===== src/design/ptts_pkg.sv =====
// Shared types, constants and helper functions for the preemptive tick scheduler.
// No dependencies; used by ptts_release and preemptive_tick_task_scheduler.
package ptts_pkg;

  // Slot and field geometry.
  localparam int NUM_SLOTS     = 4;
  localparam int TIME_BITS     = 16;
  localparam int BUDGET_BITS   = 8;
  localparam int LANES         = NUM_SLOTS - 1;
  localparam int SLOT_BITS     = (NUM_SLOTS > 1) ? $clog2(NUM_SLOTS) : 1;
  localparam int CNT_BITS      = $clog2(TIME_BITS + 1);
  localparam int BYTE_BITS     = 8;
  localparam int PERIOD_BITS   = 8;
  localparam int ID_BITS       = 8;
  localparam int OUT_SLOT_BITS = 2;
  localparam int REG_BITS      = 32;
  localparam int MASK_BITS     = 4;
  localparam int CFG_IDX_BITS  = 2;

  // Stream widths: input holds tick_time then sporadic_release, padded to bytes.
  localparam int IN_BITS        = TIME_BITS + 1;
  localparam int IN_TDATA_BITS  = ((IN_BITS + 7) / 8) * 8;
  localparam int OUT_BITS       = ID_BITS + OUT_SLOT_BITS + 2;
  localparam int OUT_TDATA_BITS = ((OUT_BITS + 7) / 8) * 8;

  // Configuration register indexes.
  localparam logic [CFG_IDX_BITS-1:0] REG_IDS      = 2'd0;
  localparam logic [CFG_IDX_BITS-1:0] REG_PERIODS  = 2'd1;
  localparam logic [CFG_IDX_BITS-1:0] REG_PERIODIC = 2'd2;
  localparam logic [CFG_IDX_BITS-1:0] REG_BUDGETS  = 2'd3;

  // Register values after reset.
  localparam logic [REG_BITS-1:0]  RESET_IDS      = 32'h0403_0201;
  localparam logic [REG_BITS-1:0]  RESET_PERIODS  = 32'h0404_0404;
  localparam logic [MASK_BITS-1:0] RESET_PERIODIC = 4'h6;
  localparam logic [REG_BITS-1:0]  RESET_BUDGETS  = 32'h0101_0201;

  // Status from the release unit to the scheduler core.
  typedef struct packed {
    logic             done;
    logic [LANES-1:0] set;
  } rel_status_t;

  // Byte of a per-slot register; slots past the register read zero.
  function automatic logic [BYTE_BITS-1:0] slot_byte(logic [REG_BITS-1:0] r,
                                                     logic [SLOT_BITS-1:0] idx);
    logic [REG_BITS-1:0] sh;
    sh = r >> (BYTE_BITS * idx);
    return sh[BYTE_BITS-1:0];
  endfunction

  // Periodic flag of a slot; slots past the mask read zero.
  function automatic logic mask_bit(logic [MASK_BITS-1:0] m, logic [SLOT_BITS-1:0] idx);
    logic [MASK_BITS-1:0] sh;
    sh = m >> idx;
    return sh[0];
  endfunction

  // Per-activation budget of a slot, cut or extended to the counter width.
  function automatic logic [BUDGET_BITS-1:0] budget_of(logic [REG_BITS-1:0] r,
                                                      logic [SLOT_BITS-1:0] idx);
    return BUDGET_BITS'(slot_byte(r, idx));
  endfunction

endpackage


===== src/design/preemptive_tick_task_scheduler.sv =====
// Fixed-priority preemptive tick scheduler: one result transfer per tick transfer.
// Each tick runs the bit-serial period remainder in ptts_release and is then committed to
// the result register; a new tick is accepted only after the previous one has committed.
// A waiting result does not block the next tick's release test; commit waits for the slot.
// Synchronous reset restores register defaults, clears ready, running and busy state
// and reloads every remaining budget from the default budgets.
module preemptive_tick_task_scheduler (
  input  logic                                   clk,
  input  logic                                   rst,
  // Fields from bit 0: tick_time[15:0], sporadic_release[16], zero padding.
  input  logic [ptts_pkg::IN_TDATA_BITS-1:0]     s_tdata,
  input  logic                                   s_tvalid,
  output logic                                   s_tready,
  // Fields from bit 0: chosen_id[7:0], chosen_slot[9:8], preempted[10], finished[11].
  output logic [ptts_pkg::OUT_TDATA_BITS-1:0]    m_tdata,
  output logic                                   m_tvalid,
  input  logic                                   m_tready,
  input  logic                                   cfg_we,
  input  logic [ptts_pkg::CFG_IDX_BITS-1:0]      cfg_idx,
  input  logic [ptts_pkg::REG_BITS-1:0]          cfg_wdata
);

  typedef enum logic [2:0] {
    ST_IDLE   = 3'b001,
    ST_CALC   = 3'b010,
    ST_COMMIT = 3'b100
  } state_t;

  localparam logic [ptts_pkg::SLOT_BITS-1:0] LAST = ptts_pkg::SLOT_BITS'(ptts_pkg::LANES);

  state_t                             state;
  state_t                             state_next;
  logic [ptts_pkg::REG_BITS-1:0]      slot_ids;
  logic [ptts_pkg::REG_BITS-1:0]      slot_periods;
  logic [ptts_pkg::MASK_BITS-1:0]     periodic_mask;
  logic [ptts_pkg::REG_BITS-1:0]      slot_budgets;
  logic [ptts_pkg::NUM_SLOTS-1:0]     ready_q;
  logic [ptts_pkg::NUM_SLOTS-1:0]     running_q;
  logic                               busy_q;
  logic [ptts_pkg::BUDGET_BITS-1:0]   remaining_budget [ptts_pkg::NUM_SLOTS];
  ptts_pkg::rel_status_t              rel_status;
  logic                               accept;
  logic                               out_free;
  logic                               commit;
  logic [ptts_pkg::NUM_SLOTS-1:0]     ready_all;
  logic [ptts_pkg::SLOT_BITS-1:0]     chosen;
  logic                               have_store;
  logic [ptts_pkg::SLOT_BITS-1:0]     store;
  logic                               active;
  logic [ptts_pkg::BUDGET_BITS-1:0]   budget_dec;
  logic                               pre;
  logic                               fin;

  assign s_tready = (state == ST_IDLE);
  assign accept   = s_tvalid && s_tready;
  assign out_free = !m_tvalid || m_tready;

  ptts_release u_release (
    .clk              (clk),
    .rst              (rst),
    .start            (accept),
    .tick_time        (s_tdata[ptts_pkg::TIME_BITS-1:0]),
    .sporadic_release (s_tdata[ptts_pkg::TIME_BITS]),
    .slot_periods     (slot_periods),
    .periodic_mask    (periodic_mask),
    .status           (rel_status)
  );

  // Sequence: release test, then commit once the output register is free.
  always_comb begin
    state_next = state;
    commit     = 1'b0;
    case (state)
      ST_IDLE: begin
        if (accept) state_next = ST_CALC;
      end
      ST_CALC: begin
        if (rel_status.done) begin
          if (out_free) begin
            commit     = 1'b1;
            state_next = ST_IDLE;
          end else begin
            state_next = ST_COMMIT;
          end
        end
      end
      ST_COMMIT: begin
        if (out_free) begin
          commit     = 1'b1;
          state_next = ST_IDLE;
        end
      end
      default: state_next = ST_IDLE;
    endcase
  end

  // Pick the lowest-numbered ready slot and the lowest-numbered slot that was running.
  always_comb begin
    ready_all  = ready_q | {1'b0, rel_status.set};
    chosen     = LAST;
    have_store = 1'b0;
    store      = '0;
    for (int i = ptts_pkg::LANES - 1; i >= 0; i--) begin
      if (ready_all[i]) chosen = ptts_pkg::SLOT_BITS'(i);
      if (busy_q && running_q[i]) begin
        have_store = 1'b1;
        store      = ptts_pkg::SLOT_BITS'(i);
      end
    end
    active = (chosen != LAST);
    if (remaining_budget[chosen] != '0) begin
      budget_dec = ptts_pkg::BUDGET_BITS'(remaining_budget[chosen] - 1'b1);
    end else begin
      budget_dec = '0;
    end
    pre = active && have_store && (chosen < store);
    fin = active && (budget_dec == '0);
  end

  // Control state and configuration registers.
  always_ff @(posedge clk) begin
    if (rst) begin
      state         <= ST_IDLE;
      slot_ids      <= ptts_pkg::RESET_IDS;
      slot_periods  <= ptts_pkg::RESET_PERIODS;
      periodic_mask <= ptts_pkg::RESET_PERIODIC;
      slot_budgets  <= ptts_pkg::RESET_BUDGETS;
      ready_q       <= '0;
      running_q     <= '0;
      busy_q        <= 1'b0;
      m_tvalid      <= 1'b0;
      for (int i = 0; i < ptts_pkg::NUM_SLOTS; i++) begin
        remaining_budget[i] <= ptts_pkg::budget_of(ptts_pkg::RESET_BUDGETS,
                                                   ptts_pkg::SLOT_BITS'(i));
      end
    end else begin
      state <= state_next;
      if (cfg_we) begin
        case (cfg_idx)
          ptts_pkg::REG_IDS:      slot_ids      <= cfg_wdata;
          ptts_pkg::REG_PERIODS:  slot_periods  <= cfg_wdata;
          ptts_pkg::REG_PERIODIC: periodic_mask <= cfg_wdata[ptts_pkg::MASK_BITS-1:0];
          ptts_pkg::REG_BUDGETS:  slot_budgets  <= cfg_wdata;
          default: ;
        endcase
      end
      if (commit) begin
        m_tvalid <= 1'b1;
        if (active) begin
          if (fin) begin
            ready_q                  <= ready_all & ~(ptts_pkg::NUM_SLOTS'(1) << chosen);
            running_q                <= running_q & ~(ptts_pkg::NUM_SLOTS'(1) << chosen);
            busy_q                   <= 1'b0;
            remaining_budget[chosen] <= ptts_pkg::budget_of(slot_budgets, chosen);
          end else begin
            ready_q                  <= ready_all;
            running_q                <= running_q | (ptts_pkg::NUM_SLOTS'(1) << chosen);
            busy_q                   <= 1'b1;
            remaining_budget[chosen] <= budget_dec;
          end
        end else begin
          ready_q <= ready_all;
        end
      end else if (m_tready) begin
        m_tvalid <= 1'b0;
      end
    end
  end

  // Result register.
  always_ff @(posedge clk) begin
    if (commit) begin
      m_tdata <= ptts_pkg::OUT_TDATA_BITS'({fin, pre,
                                            ptts_pkg::OUT_SLOT_BITS'(chosen),
                                            ptts_pkg::slot_byte(slot_ids, chosen)});
    end
  end

`ifndef SYNTHESIS
  // The idle slot is never marked ready.
  a_idle_never_ready: assert property (@(posedge clk) disable iff (rst)
    !ready_q[LAST])
    else $error("idle slot marked ready");

  // A busy scheduler always has some slot running.
  a_busy_has_running: assert property (@(posedge clk) disable iff (rst)
    busy_q |-> (running_q != '0))
    else $error("busy with no running slot");

  // A finished slot leaves neither ready nor running.
  a_finish_clears: assert property (@(posedge clk) disable iff (rst)
    (commit && fin) |=> (!ready_q[$past(chosen)] && !running_q[$past(chosen)]))
    else $error("finished slot still ready or running");

  // The release test completes only while a tick is being worked.
  a_done_in_calc: assert property (@(posedge clk) disable iff (rst)
    rel_status.done |-> (state == ST_CALC))
    else $error("release result outside calculation");

  // An idle result carries neither preempted nor finished.
  a_idle_result: assert property (@(posedge clk) disable iff (rst)
    (commit && !active) |-> (!pre && !fin))
    else $error("idle tick flagged");
`endif

endmodule


===== src/design/ptts_release.sv =====
// Release test for all non-idle slots: bit-serial remainder of the tick time by each period.
// Depends on ptts_pkg.
module ptts_release (
  input  logic                               clk,
  input  logic                               rst,
  input  logic                               start,
  input  logic [ptts_pkg::TIME_BITS-1:0]     tick_time,
  input  logic                               sporadic_release,
  input  logic [ptts_pkg::REG_BITS-1:0]      slot_periods,
  input  logic [ptts_pkg::MASK_BITS-1:0]     periodic_mask,
  output ptts_pkg::rel_status_t              status
);

  logic [ptts_pkg::TIME_BITS-1:0]   time_sr;
  logic [ptts_pkg::CNT_BITS-1:0]    cnt;
  logic                             done_q;
  logic                             rel_q;
  logic [ptts_pkg::PERIOD_BITS-1:0] rem      [ptts_pkg::LANES];
  logic [ptts_pkg::PERIOD_BITS-1:0] rem_next [ptts_pkg::LANES];
  logic [ptts_pkg::LANES-1:0]       set;

  // One restoring step per lane: shift in the next time bit, subtract the period if it fits.
  always_comb begin
    for (int i = 0; i < ptts_pkg::LANES; i++) begin
      logic [ptts_pkg::PERIOD_BITS:0]   wide;
      logic [ptts_pkg::PERIOD_BITS-1:0] p;
      p    = ptts_pkg::slot_byte(slot_periods, ptts_pkg::SLOT_BITS'(i));
      wide = {rem[i], time_sr[ptts_pkg::TIME_BITS-1]};
      if (wide >= {1'b0, p}) begin
        rem_next[i] = ptts_pkg::PERIOD_BITS'(wide - {1'b0, p});
      end else begin
        rem_next[i] = ptts_pkg::PERIOD_BITS'(wide);
      end
    end
  end

  // Sequencer: one time bit per cycle, most significant first.
  always_ff @(posedge clk) begin
    if (rst) begin
      cnt    <= '0;
      done_q <= 1'b0;
    end else begin
      done_q <= (cnt == ptts_pkg::CNT_BITS'(1)) && !start;
      if (start) begin
        cnt <= ptts_pkg::CNT_BITS'(ptts_pkg::TIME_BITS);
      end else if (cnt != '0) begin
        cnt <= ptts_pkg::CNT_BITS'(cnt - 1'b1);
      end
    end
  end

  // Datapath registers.
  always_ff @(posedge clk) begin
    if (start) begin
      time_sr <= tick_time;
      rel_q   <= sporadic_release;
      for (int i = 0; i < ptts_pkg::LANES; i++) begin
        rem[i] <= '0;
      end
    end else if (cnt != '0) begin
      time_sr <= {time_sr[ptts_pkg::TIME_BITS-2:0], 1'b0};
      for (int i = 0; i < ptts_pkg::LANES; i++) begin
        rem[i] <= rem_next[i];
      end
    end
  end

  // A periodic slot is released on a zero remainder by a nonzero period; other slots follow the sporadic flag.
  always_comb begin
    for (int i = 0; i < ptts_pkg::LANES; i++) begin
      if (ptts_pkg::mask_bit(periodic_mask, ptts_pkg::SLOT_BITS'(i))) begin
        set[i] = (ptts_pkg::slot_byte(slot_periods, ptts_pkg::SLOT_BITS'(i)) != '0) &&
                 (rem[i] == '0);
      end else begin
        set[i] = rel_q;
      end
    end
  end

  assign status.done = done_q;
  assign status.set  = set;

endmodule


===== config.mk =====
export PLATFORM = sky130hd
export DESIGN_NAME = preemptive_tick_task_scheduler
export DESIGN_NICKNAME = d
export VERILOG_FILES = /design/src/design/ptts_pkg.sv /design/src/design/preemptive_tick_task_scheduler.sv /design/src/design/ptts_release.sv
export SDC_FILE = /design/constraint.sdc
export NUM_CORES = 1
export LEC_CHECK = 0
export ABC_CLOCK_PERIOD_IN_PS = 7400
export BUFFER_PORTS_ARGS = -buffer_cell sky130_fd_sc_hd__buf_2
export CORE_AREA = 8 8 181 183
export CTS_CLUSTER_DIAMETER = 100
export CTS_CLUSTER_SIZE = 8
export DETAILED_ROUTE_END_ITERATION = 7
export DIE_AREA = 0 0 189 191
export HOLD_SLACK_MARGIN = 0.03
export PLACE_DENSITY_LB_ADDON = 0.12
export SYNTH_ARGS = -nofsm -noshare
export SYNTH_HDL_FRONTEND = slang
export SYNTH_HIERARCHICAL = 1
export SYNTH_SLANG_ARGS = --single-unit

===== constraint.sdc =====
create_clock -name clk -period 7.4 [get_ports clk]
set_clock_uncertainty 0.1 [all_clocks]
set_input_delay 1.48 -clock clk [delete_from_list [all_inputs] [get_ports clk]]
set_output_delay 1.48 -clock clk [all_outputs]
set_load 0.01 [all_outputs]

[Yosys cells after proc, flatten, opt, wreduce, memory -nomap -nowiden]
Memories as Yosys holds them, arrays and structs flattened.
Index checks and enable logic that the tools add are counted.
Word-level totals
  bits in registers: 139
  bits in latches: 0
  RAM bits: 56
  memory bits (read-only): 0
  input port bits: 63
  output and inout bits: 18
  logic and storage cells: 140
  memories kept: 2
Memories
  remaining_budget: words 4, width 8, read ports 1, clocked after Yosys merged registers in 0, write ports 4, RTL line preemptive_tick_task_scheduler.sv:40  | logic [ptts_pkg::BUDGET_BITS-1:0] remaining_budget [ptts_pkg::NUM_SLOTS];
  u_release.rem: words 3, width 8, read ports 3, clocked after Yosys merged registers in 0, write ports 3, RTL line ptts_release.sv:18  | logic [ptts_pkg::PERIOD_BITS-1:0] rem [ptts_pkg::LANES];
Cells by class
  add/sub/neg operators: 5
  multipliers: 0
  div/mod/pow operators: 0
  $lt $le $gt $ge: 4
  equality and inequality tests: 11
  shift-type cells: 3
  multiplexer cells: 57
  bitwise logic cells: 9
  reductions and logical operators: 34
Operators with widths (count)
  2-to-1 mux 8 bit: 9
  >> shifter 32 x 5 -> 8 bit: 2
  zero test 8 bit: 4
  2-to-1 mux 16 bit: 2
  nonzero test 8 bit: 4
  2-to-1 mux 1 bit: 29
  greater-or-equal comparator 9 x 8 -> 1 bit: 3
  subtractor 8 bit: 3
  2-to-1 mux 2 bit: 6
  2-to-1 mux 3 bit: 4
  2-to-1 mux 4 bit: 3
  logical AND 1 bit: 11
  2-to-1 mux 5 bit: 2
  AND reduction 2 bit: 5
  one-hot mux 3 bit (3 select lines): 1
  bitwise AND 4 bit: 2
  OR reduction 8 bit: 1
  subtractor 8 x 1 -> 8 bit, second input constant: 1
  == test 5 x 1 -> 1 bit, second input constant: 1
  nonzero test 5 bit: 1
  subtractor 5 x 1 -> 5 bit, second input constant: 1
  == test 2 bit, second input constant: 2
  inequality test 2 x 1 -> 1 bit, second input constant: 2
  inequality test 2 bit, second input constant: 2
  17 further kinds: 22

[Longest topological paths before layout]
An unclocked memory read counts as a cell.
  depth in word-level cells: 21
  depth in mapped cells: 21
  gate-level depth less buffers: 16

[Cells and area by module]
Netlist, hierarchy kept.
Modules (own cells, without submodules)
  preemptive_tick_task_scheduler: times used 1, cells an instance 788, area each 6761.5 um^2, seq. area each 3543.4 um^2
  ptts_release: times used 1, cells an instance 358, area each 3542.1 um^2, seq. area each 1351.3 um^2

[Worst setup path before layout]
OpenSTA, ideal clock, no wires.
  kind: register -> register
  start point: memory u_release/rem[0][11] (netlist bit)
  end point: memory remaining_budget[1][6] (netlist bit), data pin
  library setup time: 145 ps
  arrival time: 3919 ps
  data required time: 7155 ps
  setup slack: 3236 ps
  cell stages (with the launch flop): 17
  buffers on the path: 2
  clock period less this slack: 4164 ps
  cell sequence: edfxtp_1 -> nor4_1 -> nand4_1 -> o41ai_1 -> or4_4 -> inv_2 -> buf_6 -> a222oi_1 -> ha_1 -> o211ai_1 -> o32ai_1 -> nand2_1 -> a21o_1 -> a211oi_4 -> buf_6 -> nand3_2 -> a21oi_2
RTL lines (RTL line)
  from (decl): ptts_release.sv:18
  to (decl): preemptive_tick_task_scheduler.sv:40

==> flow_summary.toml <==
[clocking]
htreeDepth = 4
cts_resized = 0
clk-insertion-delay-late_ns = 0.45
cts_buffers = 17
tritoncts = "done"
cts.hold.buffers_added = 0
post_cts_buffers = 0
cts_root_buf = "clkbuf_16"
cts_sinks = 193
clk_pin_slew_ns = 0.08
cts.path.max_buffers = 2

[power]
powerDensity_nw_per_um2 = 331.1
peakVddDrop_v = 0.0001880
total_power_mw = 3.746
p_leak_nw = 4.098

[global_route]
antenna_found_initial = 1
grt_max_degree = 69
grt_pass1_wl_mm = 45.75
track_usage_pct = 16.03
grt_pass1_vias = 8087
grt.overflow.total = 0

[placed_design]
dp_hpwl_mm = 20.08
placed_area_um2 = 10680
port_buffers = 69
gp_congestion = 0.8159

[timing]
final.period_utilization_pct = 70.76
fmax_mhz = 191.0
worst_pin_slew_ns = 1.027
setup_viol = 0
rsz0062_at_grt = "false"
relSlewSlack_pct = 31.50
maxSlewViolCount = 0
fin_crit_ns = 5.236
holdWs_ns = 0.3578
hold_violations = 0
setup_tns_ns = 0

[floorplan]
io_pins = 81
die_w_um = 189
dieArea_um2 = 36100
start_util_pct = 33.33
die_h_um = 191
core-area_um2 = 30030
num_rows = 64

[detailed_routing]
wl_per_cell_um = 18.47
routed_wirelength_mm = 28.77
dr.first_iter.drc_count = 582
route.detailed.drc = 0
dr.pass1.iters = 5
vias = 8131
ant_nets = 0
vias_per_cell = 5.219

[critical_path]
crit_start = "u_release/rem[0][19]"
reg2reg_depth = 15
critPathCapture = "remaining_budget[0][2]"
reg2reg_from = "u_release/rem[0][19]"
r2r-end = "remaining_budget[0][2]"
critPathLaunchType = "flop"
cp_data_arrival_time_ns = 5.43
required_ns = 7.59
crit_type = "reg2reg"
critPathCaptureType = "flop"
critPathMaxFanout = 16
reg2reg_slack_ns = 2.16

[final_layout]
post-route-util_pct = 37.68
fillers = 3100
fin_nets = 1243
drive_gt1_share_pct = 15.15
design_area_um2 = 11310
area_delta_synth_final_pct = 13.05
diodes = 0

[worst_hold_path]
holdCritPathClass = "reg2reg"
hold_depth = 2
hold_start = "slot_budgets[27]"

[logic_synthesis]
ys_warn_count = 6
syn_avg_cell_area_um2 = 9.007
synth_area_um2 = 10010
syn_inst = 1111

[job]
max_cap_violations = 0

[outcome]
status = "complete, no violations"
## sequential cells by signal, indices dropped and copies added (netlist names), 5 cells and up, named ones only
| name | flops |
|---|---|
| remaining_budget | 32 |
| slot_ids | 32 |
| u_release/cnt | 5 |
| m_tdata | 12 |
| u_release/rem | 24 |
| slot_periods | 24 |
| u_release/time_sr | 16 |
| slot_budgets | 32 |
## report_power, final
group / internal [mW] / leakage, nW / switching (mW)
registers: 1.33 / 1.74 / 0.0987
clock network: 0.475 / 0.306 / 0.521
logic: 0.518 / 2.06 / 0.801
## layout make-up
class	instances	area [um2]	share of cell area (%)
Clock buffer	17	425.4	3.760
Timing Repair Buffer	85	467.9	4.136
Multi-Input combinational cell	814	4858	42.94
Sequential cell	193	4715	41.67
Tap cell	396	495.5	4.380
Clock inverter	15	209.0	1.847
Inverter	38	142.6	1.261
## critical path: stages (launching register included)
cell,delay [ns]
edfxtp_1,0.43
nor4_1,0.34
nand4_1,0.16
o41ai_2,0.25
buf_4,0.24
or2_2,0.35
mux2_2,0.39
a222oi_1,0.40
ha_1,0.32
o211ai_1,0.19
o32ai_1,0.44
nand2_1,0.09
a21o_1,0.20
a211oi_4,0.68
a32oi_1,0.33
nor2_1,0.18
## layer usage
layer  wire length (um)  global-route usage, %  up-vias
li1                   -                      -     4041
met3                940                  2.262       22
met2              13460                  26.26      142
met4                340                  4.299        2
met1              14020                  21.89     3924
met5                  8                      0        -
## how the worst min path moves through the flow
| stage | to | slack (ns) |
|---|---|---|
| 3_5_place_dp | slot_ids[31] | 0.35 |
| 4_1_cts | slot_budgets[18] | 0.36 |
| 3_3_place_gp | slot_ids[30] | 0.34 |
| 5_1_grt | slot_budgets[18] | 0.37 |
| 2_1_floorplan | slot_ids[18] | 0.34 |
| 6_report | slot_budgets[27] | 0.36 |
## through the flow
step	std cells	setup slack (ns)
2_1_floorplan	1114	3.236
3_3_place_gp	1526	2.127
3_5_place_dp	1526	2.150
4_1_cts	1558	2.136
5_1_grt	1558	1.817
6_report	1558	2.164
## layout by cell type (no fill, tap or decap), types with 5 or more instances in the layout
| cell type | instances |
|---|---|
| o21a_1 | 12 |
| mux2i_1 | 14 |
| a211oi_1 | 6 |
| inv_1 | 36 |
| o31a_1 | 5 |
| clkbuf_16 | 17 |
| nor4_1 | 17 |
| a21o_1 | 8 |
| ha_1 | 28 |
| xnor2_1 | 6 |
| a311oi_1 | 5 |
| nand2b_1 | 15 |
| a21oi_2 | 6 |
| edfxtp_1 | 85 |
| and3_1 | 9 |
| o22ai_1 | 13 |
| nor3_1 | 24 |
| o211ai_1 | 5 |
| or2_2 | 5 |
| dfxtp_1 | 108 |
| mux2_2 | 17 |
| a21oi_1 | 123 |
| o21ai_0 | 40 |
| a22oi_1 | 21 |
| nand2_1 | 225 |
| nor2_1 | 71 |
| and2_1 | 5 |
| clkinv_8 | 5 |
| buf_2 | 68 |
| nand3_1 | 14 |
| nand3b_1 | 17 |
| inv_12 | 5 |
| buf_4 | 17 |
| nor2b_1 | 13 |
Power figures use the tool's default switching activity.
